<file path="src/rtl/core/ufpp_pkg.sv">
// Shared types, codes and sizes for the union-find persistence pairing core.
package ufpp_pkg;

  localparam int MAX_VERTICES = 1024;
  localparam int VERTEX_W     = $clog2(MAX_VERTICES);
  localparam int VALUE_W      = 32;
  localparam int HOP_W        = $clog2(MAX_VERTICES + 1);

  localparam logic [HOP_W-1:0] HOP_LIMIT = HOP_W'(MAX_VERTICES);

  typedef logic [VERTEX_W-1:0]       vertex_t;
  typedef logic signed [VALUE_W-1:0] value_t;

  localparam logic OP_LOAD    = 1'b0;
  localparam logic OP_EDGE    = 1'b1;
  localparam logic KIND_PAIR  = 1'b0;
  localparam logic KIND_CYCLE = 1'b1;
  localparam logic DIR_UP     = 1'b0;
  localparam logic DIR_DOWN   = 1'b1;

  typedef enum logic [2:0] {
    ST_IDLE,
    ST_VAL_A,
    ST_VAL_B,
    ST_CHECK,
    ST_HALVE,
    ST_VAL_KEEP,
    ST_VAL_GONE,
    ST_DONE
  } state_t;

  typedef struct packed {
    logic less;
    logic equal;
  } cmp_res_t;

endpackage

</file>
<file path="src/rtl/core/ufpp_cmp.sv">
// Shared signed value comparator used for edge value and survivor choice.
module ufpp_cmp (
  input  ufpp_pkg::value_t   x,
  input  ufpp_pkg::value_t   y,
  output ufpp_pkg::cmp_res_t res
);

  always_comb begin
    res.less  = (x < y);
    res.equal = (x == y);
  end

endmodule

</file>
<file path="config.mk">
export PLATFORM = sky130hd
export DESIGN_NAME = ufpp_cmp
export DESIGN_NICKNAME = d
export VERILOG_FILES = /design/src/rtl/core/ufpp_pkg.sv /design/src/rtl/core/ufpp_cmp.sv
export SDC_FILE = /design/constraint.sdc
export NUM_CORES = 1
export LEC_CHECK = 0
export BUFFER_PORTS_ARGS = -buffer_cell sky130_fd_sc_hd__buf_2
export CAP_MARGIN = 20
export CORE_ASPECT_RATIO = 1.4
export CORE_MARGIN = 2
export CORE_UTILIZATION = 45
export DETAILED_ROUTE_END_ITERATION = 10
export GPL_TIMING_DRIVEN = 1
export PLACE_DENSITY = 0.91
export SLEW_MARGIN = 10
export SYNTH_ARGS = -nofsm -noshare
export SYNTH_HDL_FRONTEND = slang
export SYNTH_SLANG_ARGS = --single-unit
</file>
<file path="constraint.sdc">
create_clock -name vclk -period 5.55
set_input_delay 1.3875 -clock vclk [all_inputs]
set_output_delay 1.3875 -clock vclk [all_outputs]
set_load 0.05 [all_outputs]
</file>
Word level (Yosys, flattened, before mapping). Cells that the tools add are included.

Register bits after elaboration: 0. Input port bits: 64. Output and inout port bits: 2.

Magnitude comparators: 1. Equality and inequality tests: 1.

Operators with widths (number): $eq 32x32->1 (1); $lt 32x32->1 (1).

Longest topological paths before layout. Gate-level depths: netlist of the first run.

Depth in word-level cells: 1. Mapped depth: 7.

Worst setup path before layout of the first run. No wires, ideal clock.

Path kind: input -> output. From: input y[14]. To: output res[1] (netlist bit). Data arrival time: 2.965 ns. Data required time: 4.163 ns. Path slack: 1.197 ns. Stages: 7. Cells stage by stage: inv_1 -> ha_1 -> a21oi_2 -> nand2_1 -> a221o_1 -> o31a_1 -> o22ai_2.

RTL lines: start: declaration (line ufpp_cmp.sv:4) `input ufpp_pkg::value_t y,`; end: declaration (line ufpp_cmp.sv:5) `output ufpp_pkg::cmp_res_t res`.

==> results of run 1 <==
## where the power goes
part	internal [mW]	switching, mW	leakage (nW)
logic	0.0400	0.0386	0.765
clock network	0	0	0
registers	0	0	0
## cells in the mapped netlist
cell type	instances
a211oi_1	1
a21boi_2	1
a21o_1	2
a21oi_1	11
a21oi_2	1
a221o_1	1
a221oi_1	1
ha_1	32
inv_1	32
nand2_1	7
nand3_1	2
nand4_1	6
nand4_2	1
nor2_1	4
nor2b_1	1
nor3_1	1
nor4_1	1
nor4_2	1
o2111ai_1	1
o211ai_1	1
o21ai_0	2
o21ai_1	1
o22ai_2	1
o31a_1	1
## cells by family after synthesis
logic type | synth area share, %
and+or+nand+nor | 16.01
AOI/OAI and AO/OA | 20.58
buffers and inverters | 14.63
adders and majority gates | 48.78
## worst paths after layout
check             startpoint     end  slack (ns)
setup / recovery        y[7]  res[1]        1.12
hold / removal         x[31]  res[1]        3.33
## metrics by stage
| step | std cells | worst slack [ns] | cell area [um^2] | hold WS [ns] | total power [mW] |
|---|---|---|---|---|---|
| after floorplan | 113 | 1.197 | 820.8 | 3.162 | 0.04599 |
| after global placement | 199 | 1.122 | 1176 | 3.328 | 0.07393 |
| after detailed placement | 199 | 1.113 | 1176 | 3.332 | 0.07906 |
| after CTS | 199 | 1.113 | 1176 | 3.334 | 0.07956 |
| after global routing | 199 | 0.9402 | 1176 | 3.371 | 0.08950 |
| final | 199 | 1.120 | 1176 | 3.332 | 0.07858 |
## metal layers
metal / vias to the layer above / part of all wire (%) / global-route usage, %
li1: 527 / - / -
met1: 439 / 33 / 14.08
met2: 43 / 59 / 43.55
met3: 2 / 7.3 / 0.4065
met4: 0 / 0.69 / 1.149
met5: - / 0 / 0
## layout make-up
class | instances | area (um^2)
inverters | 32 | 120.1
repair buffers | 66 | 330.3
well taps | 20 | 25.02
fillers | 156 | 558.0
multi-input cells | 81 | 700.7
==> flow_metrics.env, run 1 <==
export IMPL_gp_congestion=0.6667
export IMPL_status="complete, no violations"
export IMPL_die_area_um2=2186
export IMPL_initialDrtViolationCount=2
export IMPL_crit_top_cell="buf_2"
export IMPL_die_y_um=54.53
export IMPL_slew_violations=0
export IMPL_cp_end_kind="output port"
export IMPL_worst_slew_pin_slew_ns=0.3742
export IMPL_yosysTopAreaCellShare_pct=48.78
export IMPL_cp_required_ns=4.16
export IMPL_hold_viol=0
export IMPL_fp_coreArea_um2=1734
export IMPL_fin_crit_sh_pct=79.82
export IMPL_grt_ovfl_total=0
export IMPL_peakVddDrop_v=0.00003725
export IMPL_synth_area_per_cell_um2=7.264
export IMPL_worstSetupPathType="input pin to output port"
export IMPL_ios=66
export IMPL_route_detailed_drc=0
export IMPL_synthDistinctLibCells=24
export IMPL_clkbuf_count=0
export IMPL_hpwl_um=1949
export IMPL_period_needed_ns=4.430
export IMPL_path_cells="buf_2, inv_1, ha_1, a21oi_1, o21ai_0, a221o_1, o31a_1, o22ai_2, buf_2"
export IMPL_hp_class="input pin to output port"
export IMPL_path_delay_family="compound AO/OA/AOI/OAI gates"
export IMPL_setup_tns_ns=0
export IMPL_synthesis_nets=209
export IMPL_antennaDiodeCount=0
export IMPL_area_growth_pct=43.29
export IMPL_rsz0062_at_grt="false"
export IMPL_p_leak_nw=0.7653
export IMPL_die_w_um=40.10
export IMPL_maxCapViolations=0
export IMPL_ctsHoldBuffers=0
export IMPL_yosys_top_cells_area="ha_1 (49%), inv_1 (15%), a21oi_1 (6.7%)"
export IMPL_nets=277
export IMPL_cts_resized=0
export IMPL_seq_area_frac_synth_pct=0
export IMPL_grt_use_total_pct=18.04
export IMPL_grt_max_degree=5
export IMPL_seq_cells=0
export IMPL_grt_pass1_wl_um=2918
export IMPL_antenna_found_initial=0
export IMPL_num_vias=1011
export IMPL_max_slew_margin_pct=75.05
export IMPL_cts_setup_buffers=0
export IMPL_worst_path_max_delay_cell="a221o_1"
export IMPL_port_buffers=66
export IMPL_drive_above_1_share_pct=39.66
export IMPL_crit_buf_inv=3
export IMPL_worstHoldPathCells=4
export IMPL_rows=18
export IMPL_cp_arrival_ns=3.04
export IMPL_powerDensity_nw_per_um2=66.81
export IMPL_synth_warnings=0
export IMPL_startpoint_type="input pin"
export IMPL_slowest_delay_ns=0.32
export IMPL_crit_fanout=2
export IMPL_synth_area_um2=820.8
export IMPL_max_freq_mhz=225.7
export IMPL_mostFrequentLayoutCells="buf_2 (66), inv_1 (32), ha_1 (32)"
export IMPL_initial_core_util_pct=47.33
export IMPL_syn_inst=113
export IMPL_cp_num_cells=9
export IMPL_first_global_vias=896
export IMPL_fin_util_pct=67.82
export IMPL_seq_area_um2=0
export IMPL_finalWirelength_um=2017
export IMPL_finalSetupViolCount=0
export IMPL_detail_route_antenna_nets=0
export IMPL_drt_wirelength_per_cell_um=10.14
export IMPL_avgViaCountPerCell=5.080
export IMPL_final_common_cell="buf_2"
export IMPL_first_pass_iters=4
export IMPL_yosysTopAreaCell="ha_1"
No activity file was read; power rests on OpenSTA's default activity.
==> run 2: changes to the inputs <==
Settings changed: CORE_UTILIZATION 45 to 38, PLACE_DENSITY 0.91 to 0.81.
Clock period 5.55 ns to 3.75 ns, I/O delays scaled along.
==> run 2 against run 1 <==
  * Sequential share of layout area is the same
  * Worst hold slack lost 0.91 ns
  * Non-clock buffer count is the same
  * Global-route usage shrank 1.4 points
  * First-iteration DRC count grew to 4.0 times the previous value
  * Power grew 47%
  * Routed wire length shrank 1.7%
  * Sequential cell count is the same
  * Utilization shrank 8.9 points
  * Final area grew 0.11%
  * Critical path depth is the same
  * Largest cell class unchanged
  * Largest power group unchanged
==> flow_metrics.env, run 2 (same netlist as run 1, synthesis figures left out) <==
export IMPL_p_comb_share_pct=100.0
export IMPL_first_pass_iters=2
export IMPL_cp_required_ns=2.81
export IMPL_initialDrtViolationCount=8
export IMPL_die_w_um=43.28
export IMPL_seq_cells=0
export IMPL_p_leak_nw=0.7653
export IMPL_detail_route_antenna_nets=0
export IMPL_finalWirelength_um=1982
export IMPL_num_vias=997
export IMPL_internal_power_mw=0.05882
export IMPL_mostFrequentLayoutCells="buf_2 (66), inv_1 (32), ha_1 (32)"
export IMPL_pwr_share_seq_pct=0
export IMPL_route_detailed_drc=0
export IMPL_final_common_cell="buf_2"
export IMPL_grt_max_degree=5
export IMPL_cp_arrival_ns=2.61
export IMPL_powerDensity_nw_per_um2=97.97
export IMPL_fin_crit_sh_pct=94.55
export IMPL_cp_end_kind="output port"
export IMPL_first_global_vias=1035
export IMPL_grt_use_total_pct=16.62
export IMPL_worst_slew_pin_slew_ns=0.3896
export IMPL_seq_area_um2=0
export IMPL_pwr_share_clk_pct=0
export IMPL_finalSetupViolCount=0
export IMPL_drive_above_1_share_pct=39.66
export IMPL_hpwl_um=1956
export IMPL_initial_core_util_pct=41.10
export IMPL_fin_ws_ns=0.2045
export IMPL_die_y_um=58.99
export IMPL_maxCapViolations=0
export IMPL_pre_cts_ws_ns=0.2026
export IMPL_rsz0062_at_grt="false"
export IMPL_setup_tns_ns=0
export IMPL_clkbuf_count=0
export IMPL_ctsHoldBuffers=0
export IMPL_antennaDiodeCount=0
export IMPL_p_total_mw=0.1154
export IMPL_ios=66
export IMPL_nets=277
export IMPL_fp_coreArea_um2=1997
export IMPL_max_slew_margin_pct=74.02
export IMPL_grt_pass1_wl_um=3519
export IMPL_port_buffers=66
export IMPL_hp_class="input pin to output port"
export IMPL_gp_congestion=0.8283
export IMPL_avgViaCountPerCell=4.985
export IMPL_grt_ovfl_total=0
export IMPL_hold_viol=0
export IMPL_crit_fanout=3
export IMPL_max_freq_mhz=282.0
export IMPL_p_sw_share_pct=49.01
export IMPL_period_needed_ns=3.546
export IMPL_worstSetupPathType="input pin to output port"
export IMPL_cts_setup_buffers=0
export IMPL_startpoint_type="input pin"
export IMPL_p_switching_mw=0.05653
export IMPL_cts_resized=0
export IMPL_rows=19
export IMPL_drt_wirelength_per_cell_um=9.910
export IMPL_peakVddDrop_v=0.00004534
export IMPL_area_growth_pct=43.45
export IMPL_slew_violations=0
export IMPL_status="complete, no violations"
export IMPL_antenna_found_initial=0
export IMPL_die_area_um2=2553
-- run 2: cell counts in the layout (fill, tap and decap cells not counted) --
No cell type changed its count.
-- run 2: final timing paths --
kind | to | slack, ns | from | cells past startpoint
max | res[1] | 0.20 | y[19] | 9
min | res[1] | 2.43 | x[31] | 4
-- run 2: critical path: stages --
cell	delay (ns)
buf_2	0.07
inv_1	0.03
ha_1	0.31
a21oi_1	0.14
o21ai_0	0.13
a221oi_1	0.39
o2111ai_1	0.19
o22ai_2	0.13
buf_2	0.28
-- run 2: area by class of cell --
cell class                      count  area [um^2]
Fill cell                         197        819.5
Inverter                           32        120.1
Multi-Input combinational cell     81        700.7
Tap cell                           21        26.28
Timing Repair Buffer               66        330.3
-- run 2: power by group through the flow --
stage / Clock [mW] / Combinational, mW / Sequential (mW)
after CTS: 0 / 0.117 / 0
after detailed placement: 0 / 0.117 / 0
after global placement: 0 / 0.111 / 0
final: 0 / 0.115 / 0
after floorplan: 0 / 0.0681 / 0
after global routing: 0 / 0.135 / 0
-- run 2: per-stage QoR --
step | instances | util (%) | instance area, um^2 | hold WS, ns
6_report | 200 | 58.96 | 1177 | 2.425
5_1_grt | 200 | 58.96 | 1177 | 2.453
4_1_cts | 200 | 58.96 | 1177 | 2.430
3_5_place_dp | 200 | 58.96 | 1177 | 2.429
3_3_place_gp | 200 | 58.96 | 1177 | 2.430
2_1_floorplan | 113 | - | 820.8 | 2.262
-- run 2: metal layers --
| metal | routed length, um | vias to the layer above | GRT usage [%] |
|---|---|---|---|
| met5 | 0 | - | 0 |
| met4 | 21 | 0 | 1.732 |
| met3 | 163 | 2 | 0.6098 |
| met2 | 1124 | 45 | 38.17 |
| met1 | 673 | 423 | 15.37 |
| li1 | - | 527 | - |
==> run 3: changes to the inputs <==
Settings changed: ABC_AREA set to 1, CORE_UTILIZATION 38 to 39.
==> run 3 against run 2 <==
  * Critical path depth is 2 higher
  * Routed wire length is 12% lower
  * Sequential share of layout area stayed put
  * Worst hold slack better by 0.051 ns
  * Die area is 4.7% higher
  * Combinational power is 6% higher
  * Sequential cell count stayed put
  * Fmax is 11% higher
  * Utilization is 1.2 points lower
  * Cell count is 16% higher
  * Final area is 5.6% higher
  * Critical endpoint unchanged
  * Largest cell class unchanged
  * Highest routed layer is now met3
==> flow_metrics.env, run 3 <==
export IMPL_status="complete, no violations"
export IMPL_grt_use_total_pct=13.13
export IMPL_maxCapViolations=0
export IMPL_num_vias=1054
export IMPL_grt_ovfl_total=0
export IMPL_seq_area_frac_synth_pct=0
export IMPL_hpwl_um=1753
export IMPL_mostFrequentLayoutCells="buf_2 (66), inv_1 (40), nand2_1 (34)"
export IMPL_p_leak_nw=0.8727
export IMPL_yosys_top_cells_area="ha_1 (45%), inv_1 (17%), nand2_1 (14%)"
export IMPL_yosysTopAreaCell="ha_1"
export IMPL_fin_util_pct=57.79
export IMPL_fin_crit_sh_pct=85.23
export IMPL_synthDistinctLibCells=16
export IMPL_cp_arrival_ns=2.26
export IMPL_finalNonFillerCells=232
export IMPL_worstSetupPathType="input pin to output port"
export IMPL_antenna_found_initial=0
export IMPL_antennaDiodeCount=0
export IMPL_path_cells="buf_2, inv_1, ha_1, a21oi_1, nor2_1, nor2_1, nand3_1, a21oi_2, nand3_1, nand2_1, buf_2"
export IMPL_min_from="x[31]"
export IMPL_ios=66
export IMPL_crit_fanout=2
export IMPL_synthesis_nets=240
export IMPL_grt_pass1_wl_um=2891
export IMPL_cts_setup_buffers=0
export IMPL_clkbuf_count=0
export IMPL_cp_required_ns=2.81
export IMPL_port_buffers=66
export IMPL_yosysTopAreaCellShare_pct=45.20
export IMPL_ctsHoldBuffers=0
export IMPL_fp_coreArea_um2=2152
export IMPL_seq_area_um2=0
export IMPL_finalWirelength_um=1749
export IMPL_finalSetupViolCount=0
export IMPL_initialDrtViolationCount=4
export IMPL_die_w_um=44.28
export IMPL_slowest_delay_ns=0.30
export IMPL_cts_resized=0
export IMPL_startpoint="y[21]"
export IMPL_pre_cts_ws_ns=0.5387
export IMPL_detail_route_antenna_nets=0
export IMPL_initial_core_util_pct=41.16
export IMPL_grt_max_degree=5
export IMPL_period_needed_ns=3.196
export IMPL_final_common_cell="buf_2"
export IMPL_final_area_um2=1244
export IMPL_max_freq_mhz=312.9
export IMPL_hold_viol=0
export IMPL_synth_area_um2=885.9
export IMPL_drt_wirelength_per_cell_um=7.539
export IMPL_synth_area_per_cell_um2=6.152
export IMPL_rows=20
export IMPL_worst_path_max_delay_cell="ha_1"
export IMPL_synth_most_common_cell="inv_1"
export IMPL_die_area_um2=2674
export IMPL_slew_violations=0
export IMPL_peakVddDrop_v=0.00004834
export IMPL_powerDensity_nw_per_um2=98.06
export IMPL_avgViaCountPerCell=4.543
export IMPL_area_growth_pct=40.40
export IMPL_fin_ws_ns=0.5539
export IMPL_startpoint_type="input pin"
export IMPL_synthTopCellsByCount="inv_1 (40), nand2_1 (34), ha_1 (32), a21oi_1 (12), nor2_1 (9)"
export IMPL_seq_cells=0
export IMPL_hp_class="input pin to output port"
export IMPL_die_y_um=60.39
export IMPL_post_dp_cell_area_um2=1244
export IMPL_rsz0062_at_grt="false"
export IMPL_drive_above_1_share_pct=34.76
export IMPL_first_pass_iters=4
export IMPL_setup_tns_ns=0
export IMPL_synth_warnings=0
export IMPL_route_detailed_drc=0
export IMPL_first_global_vias=877
export IMPL_worst_slew_pin_slew_ns=0.2525
export IMPL_nets=308
export IMPL_max_slew_margin_pct=83.28
export IMPL_syn_inst=144
export IMPL_gp_congestion=0.6767
export IMPL_dp_cells=232
export IMPL_cp_end_kind="output port"
-- run 3: cell count changes after synthesis, moves of 2 or more --
cell / previous run / this run
inv_1: 32 / 40
nand2_1: 7 / 34
nand2_2: 0 / 2
nand4_1: 6 / 2
nor2_1: 4 / 9
-- run 3: worst max-delay path: cells and delay by family --
kind | cells | cell delay (ns)
AOI/OAI and AO/OA | 2 | 0.29
and+or+nand+nor | 5 | 0.36
adders and majority gates | 1 | 0.30
buffers and inverters | 3 | 0.35
-- run 3: cell families (layout without fill, tap and decap cells) --
group	count (synthesis)	in the layout	share of synthesized area (%)
compound gates	17	17	10.74
fa+ha+maj	32	32	45.20
buf+inv	40	106	16.95
simple gates	55	55	27.12
-- run 3: area by class of cell --
class | count | area, um^2
inverters | 40 | 150.1
repair buffers | 66 | 330.3
fillers | 233 | 908.4
well taps | 22 | 27.53
multi-input cells | 104 | 735.7
-- run 3: final timing paths --
kind,endpoint,cells past startpoint,slack (ns)
hold / removal,res[1],6,2.48
setup / recovery,res[1],11,0.55
-- run 3: through the flow --
stage	power, mW	hold slack (ns)
floorplan	0.07727	2.351
global placement	0.1213	2.468
detailed placement	0.1241	2.481
CTS	0.1248	2.481
global route	0.1431	2.526
finish	0.1220	2.476
-- run 3: metal layers --
layer	wire length, um	up-vias	global-route usage, %
met5	0	-	0
met4	0	0	0
met3	89	0	0
met2	970	33	28.57
met1	688	432	14.46
li1	-	589	-
-- run 3: report_power, final --
group          internal (mW)  switching, mW
sequential                 0              0
clock                      0              0
combinational         0.0603         0.0616
total                 0.0603         0.0616
